## config.mk

```make
export PLATFORM = sky130hd
export DESIGN_NAME = avr_front_flat
export DESIGN_NICKNAME = d
export VERILOG_FILES = /design/src/hw/rtl/affine_volume_resampler_top_assert.svh /design/src/hw/rtl/avr_pkg.sv /design/src/hw/rtl/avr_item_if.sv /design/src/hw/rtl/avr_front.sv /design/src/flat_wrapper.sv
export SDC_FILE = /design/constraint.sdc
export NUM_CORES = 1
export LEC_CHECK = 0
export ABC_CLOCK_PERIOD_IN_PS = 1800
export CAP_MARGIN = 30
export CELL_PAD_IN_SITES_DETAIL_PLACEMENT = 1
export CELL_PAD_IN_SITES_GLOBAL_PLACEMENT = 1
export CORE_ASPECT_RATIO = 1.2
export CORE_MARGIN = 8
export CORE_UTILIZATION = 47
export CTS_BUF_LIST = sky130_fd_sc_hd__clkbuf_16
export CTS_CLUSTER_DIAMETER = 150
export DETAILED_ROUTE_END_ITERATION = 12
export DONT_BUFFER_PORTS = 1
export PLACE_DENSITY_LB_ADDON = 0.15
export SYNTH_ARGS = -nofsm -noshare
export SYNTH_HDL_FRONTEND = slang
export SYNTH_SLANG_ARGS = --single-unit
```

## constraint.sdc

```tcl
create_clock -name clk -period 1.8 [get_ports clk]
set_input_delay 0.18 -clock clk [delete_from_list [all_inputs] [get_ports clk]]
set_output_delay 0.18 -clock clk [all_outputs]
set_load 0.005 [all_outputs]
```

## src/hw/rtl/affine_volume_resampler_top_assert.svh

```systemverilog
// assertion macros for the resampler top level
`ifndef AFFINE_VOLUME_RESAMPLER_TOP_ASSERT_SVH
`define AFFINE_VOLUME_RESAMPLER_TOP_ASSERT_SVH

// condition holds in the same cycle as the trigger
`define AVR_ASSERT_NOW(label, clk, rst_n, pre, post, msg) \
  label: assert property (@(posedge clk) disable iff (!rst_n) (pre) |-> (post)) \
    else $error(msg);

// condition holds in the cycle after the trigger
`define AVR_ASSERT_NEXT(label, clk, rst_n, pre, post, msg) \
  label: assert property (@(posedge clk) disable iff (!rst_n) (pre) |=> (post)) \
    else $error(msg);

`endif

```

## src/hw/rtl/avr_pkg.sv

```systemverilog
// ----------------------------------------------------------------------------
// avr_pkg
// types, constants and codes shared by the affine volume resampler
// ----------------------------------------------------------------------------
`default_nettype none

package avr_pkg;

  localparam int VOLUME_WORDS   = 65536;
  localparam int VOXEL_BITS     = 8;
  localparam int COORD_BITS     = 12;
  localparam int LOAD_ADDR_BITS = 16;
  localparam int ADDR_BITS      = $clog2(VOLUME_WORDS);
  localparam int DIM_BITS       = 10;
  localparam int Q_FRAC         = 16;
  localparam int COEF_BITS      = 32;
  localparam int MAP_BITS       = 64;
  localparam int DIMS_BITS      = 3 * DIM_BITS;
  localparam int MUL_BITS       = COEF_BITS + COORD_BITS + 1;
  localparam int P_BITS         = MUL_BITS + 2;
  localparam int W_BITS         = Q_FRAC + 1;
  localparam int QUEUE_DEPTH    = 4;
  localparam int QPTR_BITS      = $clog2(QUEUE_DEPTH);
  localparam int QCNT_BITS      = $clog2(QUEUE_DEPTH + 1);

  typedef enum logic [2:0] {
    CFG_MAP_X_FIRST  = 3'd0,
    CFG_MAP_X_SECOND = 3'd1,
    CFG_MAP_Y_FIRST  = 3'd2,
    CFG_MAP_Y_SECOND = 3'd3,
    CFG_MAP_Z_FIRST  = 3'd4,
    CFG_MAP_Z_SECOND = 3'd5,
    CFG_SOURCE_DIMS  = 3'd6,
    CFG_INTERP_MODE  = 3'd7
  } cfg_index_t;

  localparam logic MODE_TRILINEAR = 1'b0;
  localparam logic MODE_NEAREST   = 1'b1;
  localparam logic ACT_LOAD       = 1'b0;
  localparam logic ACT_SAMPLE     = 1'b1;

  typedef struct packed {
    logic                      action;
    logic [LOAD_ADDR_BITS-1:0] load_address;
    logic [VOXEL_BITS-1:0]     voxel_in;
    logic [COORD_BITS-1:0]     out_x;
    logic [COORD_BITS-1:0]     out_y;
    logic [COORD_BITS-1:0]     out_z;
  } item_t;

  typedef struct packed {
    logic [VOXEL_BITS-1:0] sample_value;
    logic                  in_bounds;
  } result_t;

  typedef struct packed {
    logic                  is_sample;
    logic [ADDR_BITS-1:0]  waddr;
    logic [VOXEL_BITS-1:0] voxel;
    logic [COORD_BITS-1:0] ox;
    logic [COORD_BITS-1:0] oy;
    logic [COORD_BITS-1:0] oz;
  } job_t;

  typedef struct packed {
    logic                 full;
    logic                 empty;
    logic [QCNT_BITS-1:0] count;
  } qstat_t;

  typedef struct packed {
    logic [5:0][MAP_BITS-1:0] map;
    logic [DIMS_BITS-1:0]     dims;
    logic                     mode;
  } cfg_t;

endpackage

`default_nettype wire

```

## src/hw/rtl/avr_item_if.sv

```systemverilog
// ----------------------------------------------------------------------------
// avr_item_if
// input channel: valid/ready handshake carrying one item word
// ----------------------------------------------------------------------------
`default_nettype none

interface avr_item_if;
  logic           valid;
  logic           ready;
  avr_pkg::item_t data;

  modport source (output valid, output data, input ready);
  modport sink   (input valid, input data, output ready);
endinterface

`default_nettype wire

```

## src/hw/rtl/avr_front.sv

```systemverilog
// ----------------------------------------------------------------------------
// avr_front
// accepts input words, classifies load or sample, drops loads beyond the store
// ----------------------------------------------------------------------------
`default_nettype none

module avr_front (
  input  wire logic      clk,
  input  wire logic      rst_n,
  avr_item_if.sink       in_ch,
  input  wire logic      q_ready,
  output avr_pkg::job_t  job,
  output logic           job_valid
);

  logic          hold_v_r;
  avr_pkg::job_t job_r;
  logic          take;
  logic          keep;

  // accept while the holding stage is free or draining into the queue
  assign in_ch.ready = !hold_v_r || q_ready;
  assign take        = in_ch.valid && in_ch.ready;
  assign keep        = (in_ch.data.action == avr_pkg::ACT_SAMPLE) ||
                       (32'(in_ch.data.load_address) < 32'(avr_pkg::VOLUME_WORDS));

  always_ff @(posedge clk) begin
    if (!rst_n) begin
      hold_v_r <= 1'b0;
    end else if (take) begin
      hold_v_r <= keep;
    end else if (q_ready) begin
      hold_v_r <= 1'b0;
    end
  end

  // classify the word into a queue entry
  always_ff @(posedge clk) begin
    if (take) begin
      job_r.is_sample <= (in_ch.data.action == avr_pkg::ACT_SAMPLE);
      job_r.waddr     <= avr_pkg::ADDR_BITS'(in_ch.data.load_address);
      job_r.voxel     <= in_ch.data.voxel_in;
      job_r.ox        <= in_ch.data.out_x;
      job_r.oy        <= in_ch.data.out_y;
      job_r.oz        <= in_ch.data.out_z;
    end
  end

  assign job       = job_r;
  assign job_valid = hold_v_r;

endmodule

`default_nettype wire

```

## src/flat_wrapper.sv

```systemverilog
// flat-port wrapper written by rule: the top's interface ports become plain ports
module avr_front_flat 
  (clk, rst_n, q_ready, job, job_valid, in_ch_valid, in_ch_data, in_ch_ready);
  avr_item_if in_ch_i ();
  input  wire logic clk;
  input  wire logic rst_n;
  input  wire logic q_ready;
  output avr_pkg::job_t job;
  output logic job_valid;
  input wire logic [$bits(in_ch_i.valid)-1:0] in_ch_valid;
  input wire logic [$bits(in_ch_i.data)-1:0] in_ch_data;
  output wire logic [$bits(in_ch_i.ready)-1:0] in_ch_ready;
  assign in_ch_i.valid = in_ch_valid;
  assign in_ch_i.data = in_ch_data;
  assign in_ch_ready = in_ch_i.ready;
  avr_front u_core (.clk(clk), .rst_n(rst_n), .in_ch(in_ch_i), .q_ready(q_ready), .job(job), .job_valid(job_valid));
endmodule
```

==> reports/qor.yml <==
synth:
  avgSynthCellArea_um2: 28.63
  synth_area_mm2: 0.001889
  synth_cells: 66
  yosysSeqAreaShare_pct: 98.01
  syn_nets: 131
  ys_ff_latch: 62
  ys_types: 6
  synth.area.top_cells: "edfxtp_1 (97%), dfxtp_1 (1.1%), nand2b_4 (0.73%)"
  yosysTopAreaCell: "edfxtp_1"
  synth_top_area_share_pct: 96.95
  yosys_warnings: 0
cts:
  clockBufferDepth: 2
  clk_pin_slew_ns: 0.05
  clock_latency_ns: 0.32
  cts_root_buffer: "clkbuf_16"
  cts_sinks: 62
  cts_buffers: 9
  cts_tree: "done"
  cts_htree_levels: 3
min_path:
  worstHoldPathType: "in2reg"
layout:
  nets: 205
  fillers: 295
  drive_gt1_share_pct: 10.34
  layout_common_cells: "dlygate4sd3_1 (61), edfxtp_1 (61), clkbuf_16 (9)"
  diodes: 0
  area_delta_synth_final_pct: 50.73
floorplan:
  io_pins: 128
  num_rows: 25
  die_area_mm2: 0.006313
  start_util_pct: 48.32
  die_w_um: 73.88
  dieHeight_um: 85.45
  coreArea_mm2: 0.003910
pwr:
  power_density_mw_per_mm2: 1179
  ir_drop_mv: 0.7364
  power_switching_mw: 0.6653
  pwr-share-clk_pct: 43.2
  swShare_pct: 19.82
  power.internal_mw: 2.691
  p_leak_nw: 1.031
  pwr-share-seq_pct: 52.0
  pwr-share-comb_pct: 4.8
setup_path:
  critPathLaunchType: "register"
  path_delay_family: "flip-flops"
  worstPathCellList: "nand2b_4, and2_4, buf_4"
  critPathCaptureType: "register"
  required_ns: 1.78
  slowest_stage: "dfxtp_1"
  critPathArrivalTime_ns: 1.26
  critPathMaxStageDelay_ns: 0.34
  worstSetupPathType: "reg2reg"
  crit_fanout: 27
  path_buf_inv: 1
place:
  numPortBuffers: 0
  dpl_worst_slack_ns: 0.5438
  gp_congestion: 0.6089
sta:
  tns_ns: 0
  setup_slack_ns: 0.5256
  fin_hold_ws_ns: 0.01952
  finalHoldViolCount: 0
  slew_violations: 0
  fmax_ghz: 0.7847
  finalSetupViolations: 0
  period_minus_slack_ns: 1.274
  worst_slew_pin_slew_ns: 0.3319
  min_period_over_period_pct: 70.80
  clock_skew_ns: 0.004100
  rsz0062_at_grt: "no"
  maxSlewHeadroom_pct: 77.87
drt:
  ant_nets: 0
  drtIter0Drc: 60
  wl_per_cell_um: 26.03
  first_pass_iters: 4
  routed_wl_um: 5179
  viasPerCell: 4.839
  post-route-drc-count: 0
  vias: 963
global_routing:
  antenna_found_initial: 0
  grt_pass1_wl_um: 7196
  grt_pass1_vias: 1129
  grt_use_total_pct: 16.73
  grt_overflow: 0
  grt_max_degree: 35
job:
  cap_viol_max_count: 0
status:
  status: "finished, final reports clean"
## cells by family (layout without fill, tap and decap cells)
group	count (synthesis)	count (layout)	synth area share (%)
DFF	62	62	98.01
AOI/OAI and AO/OA	1	1	0.5960
and+or+nand+nor	2	2	1.192
buffers and inverters	1	80	0.1985
## stage by stage
| stage | instances | total power [mW] | area (um^2) | utilization, % |
|---|---|---|---|---|
| after CTS | 199 | 3.340 | 2848 | 72.83 |
| after global placement | 122 | 1.819 | 1984 | 50.75 |
| final | 199 | 3.356 | 2848 | 72.83 |
| after detailed placement | 122 | 1.822 | 1984 | 50.75 |
| after floorplan | 66 | 1.783 | 1889 | - |
| after global routing | 199 | 3.451 | 2848 | 72.83 |
## area by class of cell
cell class              instances  area (um^2)  share of cell area [%]
clock buffers                   9        225.2                   7.909
clock inverters                 7        27.53                  0.9666
inverters                       1        3.754                  0.1318
multi-input cells               3        33.78                   1.186
flip-flops and latches         62         1852                   65.03
well taps                      54        67.56                   2.373
repair buffers                 63        638.1                   22.41
## registers in the layout, indices dropped and copies added (netlist names)
register and count:
u_core.job 61, u_core.job_valid 1
## Yosys cell counts
| cell | number |
|---|---|
| inv_1 | 1 |
| edfxtp_1 | 61 |
| nand2b_4 | 1 |
| a21boi_2 | 1 |
| dfxtp_1 | 1 |
| and2_4 | 1 |
## metal layers
metal  share of wire, %  vias up  global-route usage (%)  wire [um]
met5                  0        -                       0          0
met3                 12        7                   10.97        596
met2                 54       81                   28.35       2778
met4                1.0        0                   7.650         53
li1                   -      411                       -          -
met1                 34      464                   14.69       1750
## power groups by stage
stage	clock network [mW]	registers (mW)	logic (mW)
2_1_floorplan	0	1.75	0.0312
5_1_grt	1.53	1.75	0.171
3_3_place_gp	0	1.77	0.0465
6_report	1.45	1.75	0.161
4_1_cts	1.44	1.75	0.156
3_5_place_dp	0	1.77	0.0482
## worst reg2reg max path: cells and delay by family, from the launching register on
family                 cells  cell delay, ns
flip-flops                 1            0.34
AND/OR/NAND/NOR            2            0.28
buffers and inverters      1            0.32
## final timing paths
check / startpoint / endpoint / slack [ns] / cells past startpoint
setup / recovery: u_core.job_valid / u_core.job[7] / 0.53 / 3
hold / removal: in_ch_valid / u_core.job_valid / 0.02 / 2
setup reg to reg: u_core.job_valid / u_core.job[7] / 0.53 / 3
hold reg to reg: u_core.job_valid / u_core.job_valid / 0.55 / 2
## what timing repair did
item	CTS	global route
setup buffers	0	0
hold buffers	61	0
gates resized for setup	0	0
hold endpoints to repair	61	0
Power figures use the tool's default switching activity.
