**src/hw/rtl/affine_volume_resampler_top_assert.svh**
```systemverilog
// assertion macros for the resampler top level
`ifndef AFFINE_VOLUME_RESAMPLER_TOP_ASSERT_SVH
`define AFFINE_VOLUME_RESAMPLER_TOP_ASSERT_SVH

// condition holds in the same cycle as the trigger
`define AVR_ASSERT_NOW(label, clk, rst_n, pre, post, msg) \
  label: assert property (@(posedge clk) disable iff (!rst_n) (pre) |-> (post)) \
    else $error(msg);

// condition holds in the cycle after the trigger
`define AVR_ASSERT_NEXT(label, clk, rst_n, pre, post, msg) \
  label: assert property (@(posedge clk) disable iff (!rst_n) (pre) |=> (post)) \
    else $error(msg);

`endif

```
**src/hw/rtl/avr_pkg.sv**
```systemverilog
// ----------------------------------------------------------------------------
// avr_pkg
// types, constants and codes shared by the affine volume resampler
// ----------------------------------------------------------------------------
`default_nettype none

package avr_pkg;

  localparam int VOLUME_WORDS   = 65536;
  localparam int VOXEL_BITS     = 8;
  localparam int COORD_BITS     = 12;
  localparam int LOAD_ADDR_BITS = 16;
  localparam int ADDR_BITS      = $clog2(VOLUME_WORDS);
  localparam int DIM_BITS       = 10;
  localparam int Q_FRAC         = 16;
  localparam int COEF_BITS      = 32;
  localparam int MAP_BITS       = 64;
  localparam int DIMS_BITS      = 3 * DIM_BITS;
  localparam int MUL_BITS       = COEF_BITS + COORD_BITS + 1;
  localparam int P_BITS         = MUL_BITS + 2;
  localparam int W_BITS         = Q_FRAC + 1;
  localparam int QUEUE_DEPTH    = 4;
  localparam int QPTR_BITS      = $clog2(QUEUE_DEPTH);
  localparam int QCNT_BITS      = $clog2(QUEUE_DEPTH + 1);

  typedef enum logic [2:0] {
    CFG_MAP_X_FIRST  = 3'd0,
    CFG_MAP_X_SECOND = 3'd1,
    CFG_MAP_Y_FIRST  = 3'd2,
    CFG_MAP_Y_SECOND = 3'd3,
    CFG_MAP_Z_FIRST  = 3'd4,
    CFG_MAP_Z_SECOND = 3'd5,
    CFG_SOURCE_DIMS  = 3'd6,
    CFG_INTERP_MODE  = 3'd7
  } cfg_index_t;

  localparam logic MODE_TRILINEAR = 1'b0;
  localparam logic MODE_NEAREST   = 1'b1;
  localparam logic ACT_LOAD       = 1'b0;
  localparam logic ACT_SAMPLE     = 1'b1;

  typedef struct packed {
    logic                      action;
    logic [LOAD_ADDR_BITS-1:0] load_address;
    logic [VOXEL_BITS-1:0]     voxel_in;
    logic [COORD_BITS-1:0]     out_x;
    logic [COORD_BITS-1:0]     out_y;
    logic [COORD_BITS-1:0]     out_z;
  } item_t;

  typedef struct packed {
    logic [VOXEL_BITS-1:0] sample_value;
    logic                  in_bounds;
  } result_t;

  typedef struct packed {
    logic                  is_sample;
    logic [ADDR_BITS-1:0]  waddr;
    logic [VOXEL_BITS-1:0] voxel;
    logic [COORD_BITS-1:0] ox;
    logic [COORD_BITS-1:0] oy;
    logic [COORD_BITS-1:0] oz;
  } job_t;

  typedef struct packed {
    logic                 full;
    logic                 empty;
    logic [QCNT_BITS-1:0] count;
  } qstat_t;

  typedef struct packed {
    logic [5:0][MAP_BITS-1:0] map;
    logic [DIMS_BITS-1:0]     dims;
    logic                     mode;
  } cfg_t;

endpackage

`default_nettype wire

```
**src/hw/rtl/avr_queue.sv**
```systemverilog
// ----------------------------------------------------------------------------
// avr_queue
// short fifo of classified words between front and back
// ----------------------------------------------------------------------------
`default_nettype none

module avr_queue (
  input  wire logic           clk,
  input  wire logic           rst_n,
  input  wire logic           push,
  input  avr_pkg::job_t       push_data,
  input  wire logic           pop,
  output avr_pkg::job_t       head,
  output avr_pkg::qstat_t     stat
);

  avr_pkg::job_t                    mem_r [avr_pkg::QUEUE_DEPTH];
  logic [avr_pkg::QPTR_BITS-1:0]    wr_ptr_r;
  logic [avr_pkg::QPTR_BITS-1:0]    rd_ptr_r;
  logic [avr_pkg::QCNT_BITS-1:0]    count_r;
  logic                             do_push;
  logic                             do_pop;

  assign stat.full  = (count_r == avr_pkg::QCNT_BITS'(avr_pkg::QUEUE_DEPTH));
  assign stat.empty = (count_r == '0);
  assign stat.count = count_r;
  assign do_push    = push && !stat.full;
  assign do_pop     = pop && !stat.empty;
  assign head       = mem_r[rd_ptr_r];

  // pointers and fill count
  always_ff @(posedge clk) begin
    if (!rst_n) begin
      wr_ptr_r <= '0;
      rd_ptr_r <= '0;
      count_r  <= '0;
    end else begin
      if (do_push) wr_ptr_r <= wr_ptr_r + 1'b1;
      if (do_pop)  rd_ptr_r <= rd_ptr_r + 1'b1;
      if (do_push && !do_pop)      count_r <= count_r + 1'b1;
      else if (do_pop && !do_push) count_r <= count_r - 1'b1;
    end
  end

  // entry storage
  always_ff @(posedge clk) begin
    if (do_push) mem_r[wr_ptr_r] <= push_data;
  end

endmodule

`default_nettype wire

```
**config.mk**
```make
export PLATFORM = sky130hd
export DESIGN_NAME = avr_queue
export DESIGN_NICKNAME = d
export VERILOG_FILES = /design/src/hw/rtl/affine_volume_resampler_top_assert.svh /design/src/hw/rtl/avr_pkg.sv /design/src/hw/rtl/avr_queue.sv
export SDC_FILE = /design/constraint.sdc
export NUM_CORES = 1
export LEC_CHECK = 0
export ABC_AREA = 1
export BUFFER_PORTS_ARGS = -buffer_cell sky130_fd_sc_hd__buf_2
export CELL_PAD_IN_SITES_DETAIL_PLACEMENT = 1
export CELL_PAD_IN_SITES_GLOBAL_PLACEMENT = 2
export CORE_UTILIZATION = 38
export DETAILED_ROUTE_END_ITERATION = 10
export GPL_TIMING_DRIVEN = 0
export PLACE_DENSITY_LB_ADDON = 0.1
export SYNTH_ARGS = -nofsm -noshare
export SYNTH_HDL_FRONTEND = slang
export SYNTH_SLANG_ARGS = --single-unit
```
**constraint.sdc**
```tcl
create_clock -name clk -period 4.6 [get_ports clk]
set_input_delay 0.46 -clock clk [delete_from_list [all_inputs] [get_ports clk]]
set_output_delay 0.46 -clock clk [all_outputs]
set_load 0.005 [all_outputs]
```
==> flow_metrics.py <==
metrics = {
    "setup_path": {
        "worstSetupPathType": "flip-flop to primary output",
        "critPathArrivalTime_ns": 2.22,
        "start_kind": "flip-flop",
        "required_ns": 4.14,
        "critical_path.cell_chain": "inv_2, clkbuf_1, o21ai_0, o22ai_2, buf_2",
        "slowest_stage": "clkbuf_1",
        "r2r_cells": 5,
        "r2r_start": "count_r[0]$_SDFFE_PN0P_",
        "setup.worst_path.end_class": "primary output",
        "setup.reg_to_reg.worst_slack_ns": 2.40,
        "critPathMaxStageDelay_ns": 0.47,
        "endpoint_of_the_worst_register_to_register_path": "mem_r[3][40]$_DFFE_PP_",
        "critical_path_maximum_fanout": 10,
    },
    "route": {
        "drtPass1Iterations": 4,
        "vias_per_cell": 5.09,
        "antenna_violating_nets_post_route": 0,
        "drt_drc_violations_left": 0,
        "drt-wirelength-per-cell_um": 21.1,
        "vias": 6002,
        "detailedRoute.firstIterationViolations": 305,
        "finalWirelength_mm": 24.8,
    },
    "finish": {
        "sequential_cell_area_mm2": 0.00751,
        "post_route_cells_drive_above_1_share_pct": 34.1,
        "num-fill-cells": 2634,
        "flow.area_growth_from_synthesis_pct": 20.2,
        "final_nets": 897,
        "multi_input_area_mm2": 0.00228,
        "instances_no_fill": 1179,
    },
    "clocking": {
        "clock-sinks": 253,
        "path_clk_slew_ns": 0.06,
        "cts_inserted_buffers": 27,
        "cts_resized": 0,
        "cts_htree_levels": 1,
        "clock_path_buffers": 3,
        "clock_tree.root_cell": "clkbuf_16",
        "clk-insertion-delay-late_ns": 0.53,
        "post_cts.repair.setup_buffers": 0,
        "clock_tree_from_tritoncts": "built",
        "number_of_buffers_added_to_fix_hold_violations_after_cts": 0,
    },
    "power": {
        "max-vdd-ir-drop_uv": 345,
        "post-layout-total-power_w": 0.00666,
        "total_leakage_power_nw": 4.23,
        "cell_pwr_density_mw_per_mm2": 547,
    },
    "yosys": {
        "synth.ff_latch_count": 253,
        "synth_seq_area_share_pct": 74.2,
        "yosys.cell_types.count": 24,
        "synth_area_per_cell_um2": 15.4,
        "synth_top_flop_cell": "edfxtp_1",
        "synth_top_cell_area_share_pct": 72.4,
        "synth.net_count": 730,
        "synth_edf_count": 244,
        "synth_common_cells": "edfxtp_1 (244), nor2_1 (96), o21ai_0 (91), nor2_4 (40), o22ai_2 (40)",
        "ys_warn_count": 0,
        "netlist_area_mm2": 0.0101,
        "ys_top_cells_by_area": "edfxtp_1 (72%), o22ai_2 (4.9%), o21ai_0 (4.5%)",
        "synth_async_sr_flop_share_pct": 0,
        "synth.largest_area_cell": "edfxtp_1",
        "synth_cells": 659,
        "yosys.cell_count.top_type": "edfxtp_1",
    },
    "timing": {
        "relSlewSlack_pct": 51.0,
        "finalClockSkew_ns": 0.0118,
        "timing.final.max_slew_violations": 0,
        "worst_slew_pin_slew_ns": 0.733,
        "period_minus_slack_ns": 2.68,
        "finalCritPeriodShare_pct": 58.2,
        "final.hold.worst_slack_ns": 0.144,
        "report.final.setup_viol": 0,
        "grt_setup_unrepaired": "false",
        "max_freq_mhz": 374,
        "setup-tns-final_ns": 0,
        "report.final.hold_viol_count": 0,
    },
    "floorplan": {
        "die_h_um": 165,
        "core-area_mm2": 0.0261,
        "floorplan.rows": 59,
        "die_outline_area_mm2": 0.0273,
        "floorplan.die.width_um": 165,
        "ios": 131,
        "start_util_pct": 38.8,
    },
    "placement": {
        "gp_congestion": 0.734,
        "quantity_of_i_o_buffers_inserted_on_ports": 130,
        "dp.final_hpwl_mm": 15.9,
        "dp_cells": 1132,
    },
    "global_route": {
        "gr-usage-all-layers_pct": 18.6,
        "maximum_number_of_pins_on_one_net_before_global_route_repair": 27,
        "grt_first_pass_wirelength_mm": 37.5,
        "first_global_vias": 6600,
        "globalRouteOverflowTotal": 0,
        "antenna_violations_before_repair": 2,
    },
    "flow_run": {
        "cap_viol_max_count": 0,
    },
    "worst_hold_path": {
        "hold_class": "primary input to flip-flop",
        "worstHoldPathCells": 1,
        "worstHoldStart": "push_data[22]",
        "worstHoldEndpoint": "mem_r[0][22]$_DFFE_PP_",
    },
    "outcome": {
        "outcome": "finished, final reports clean",
    },
}
[flip-flops by register name (all words and copies together) (netlist names), named ones only]
register,count
mem_r,244
count_r,3
rd_ptr_r,2
wr_ptr_r,2
[per-layer routing]
metal / share of wire, % / vias to the layer above / routed length [um] / global-route usage [%]
li1: - / 2782 / - / -
met1: 43 / 3065 / 10700 / 23.8
met2: 51 / 125 / 12600 / 32.8
met3: 4.3 / 30 / 1080 / 3.02
met4: 1.7 / 0 / 419 / 4.71
met5: 0 / - / 0 / 0
[power by group]
part | internal, W | leakage [nW] | switching, W
registers | 0.00280 | 2.31 | 0.0000827
logic | 0.000695 | 1.54 | 0.00113
clock network | 0.00112 | 0.377 | 0.000835
total | 0.00462 | 4.23 | 0.00204
[critical path, delay by kind of cell, from the launching register on]
kind                   cells  cell delay, ns
flip-flops                 1            0.44
AO/OA/AOI/OAI              2            0.42
buffers and inverters      3            0.82
[cell usage in the layout, fill, tap and decap left out, types with 15 or more instances in the layout]
cell,instances
buf_2,148
clkbuf_1,15
clkbuf_16,27
edfxtp_1,244
inv_1,15
nand2_1,15
nor2_1,92
nor2_4,44
o21ai_0,91
o21ai_1,31
o22ai_1,21
o22ai_2,40
[stage by stage]
step                setup WS (ns)  area [um2]  utilization, %
floorplan                   0.851       10100               -
global placement            -1.73       11200            42.9
detailed placement           2.36       11400            43.7
CTS                          1.87       12200            46.7
global route                 1.76       12200            46.7
finish                       1.92       12200            46.7
[cells by family after synthesis]
group	share of synthesized area, %
AND/OR/NAND/NOR	8.84
AO/OA/AOI/OAI	12.5
XOR/XNOR	0.0865
flip-flops	74.2
adder cells (fa/ha/maj)	0.816
buffers and inverters	3.58
[cell type report]
| class | count | area share (%) |
|---|---|---|
| Antenna cell | 2 | 0.0411 |
| Buffer | 38 | 2.43 |
| Clock buffer | 33 | 5.74 |
| Clock inverter | 12 | 0.679 |
| Inverter | 18 | 0.555 |
| Multi-Input combinational cell | 350 | 18.8 |
| Sequential cell | 253 | 61.7 |
| Tap cell | 335 | 3.44 |
| Timing Repair Buffer | 138 | 6.66 |
[worst max path at each step]
stage	from	end	slack, ns	depth (start not counted)
2_1_floorplan	count_r[0]$_SDFFE_PN0P_	mem_r[0][0]$_DFFE_PP_	0.85	4
3_5_place_dp	count_r[0]$_SDFFE_PN0P_	mem_r[3][53]$_DFFE_PP_	2.36	5
3_3_place_gp	count_r[0]$_SDFFE_PN0P_	mem_r[3][53]$_DFFE_PP_	-1.73	4
4_1_cts	flip-flop	head[46]	1.87	5
6_report	flip-flop	head[46]	1.92	5
5_1_grt	flip-flop	head[46]	1.76	5
Note: power is estimated with default switching activity, not from simulation.
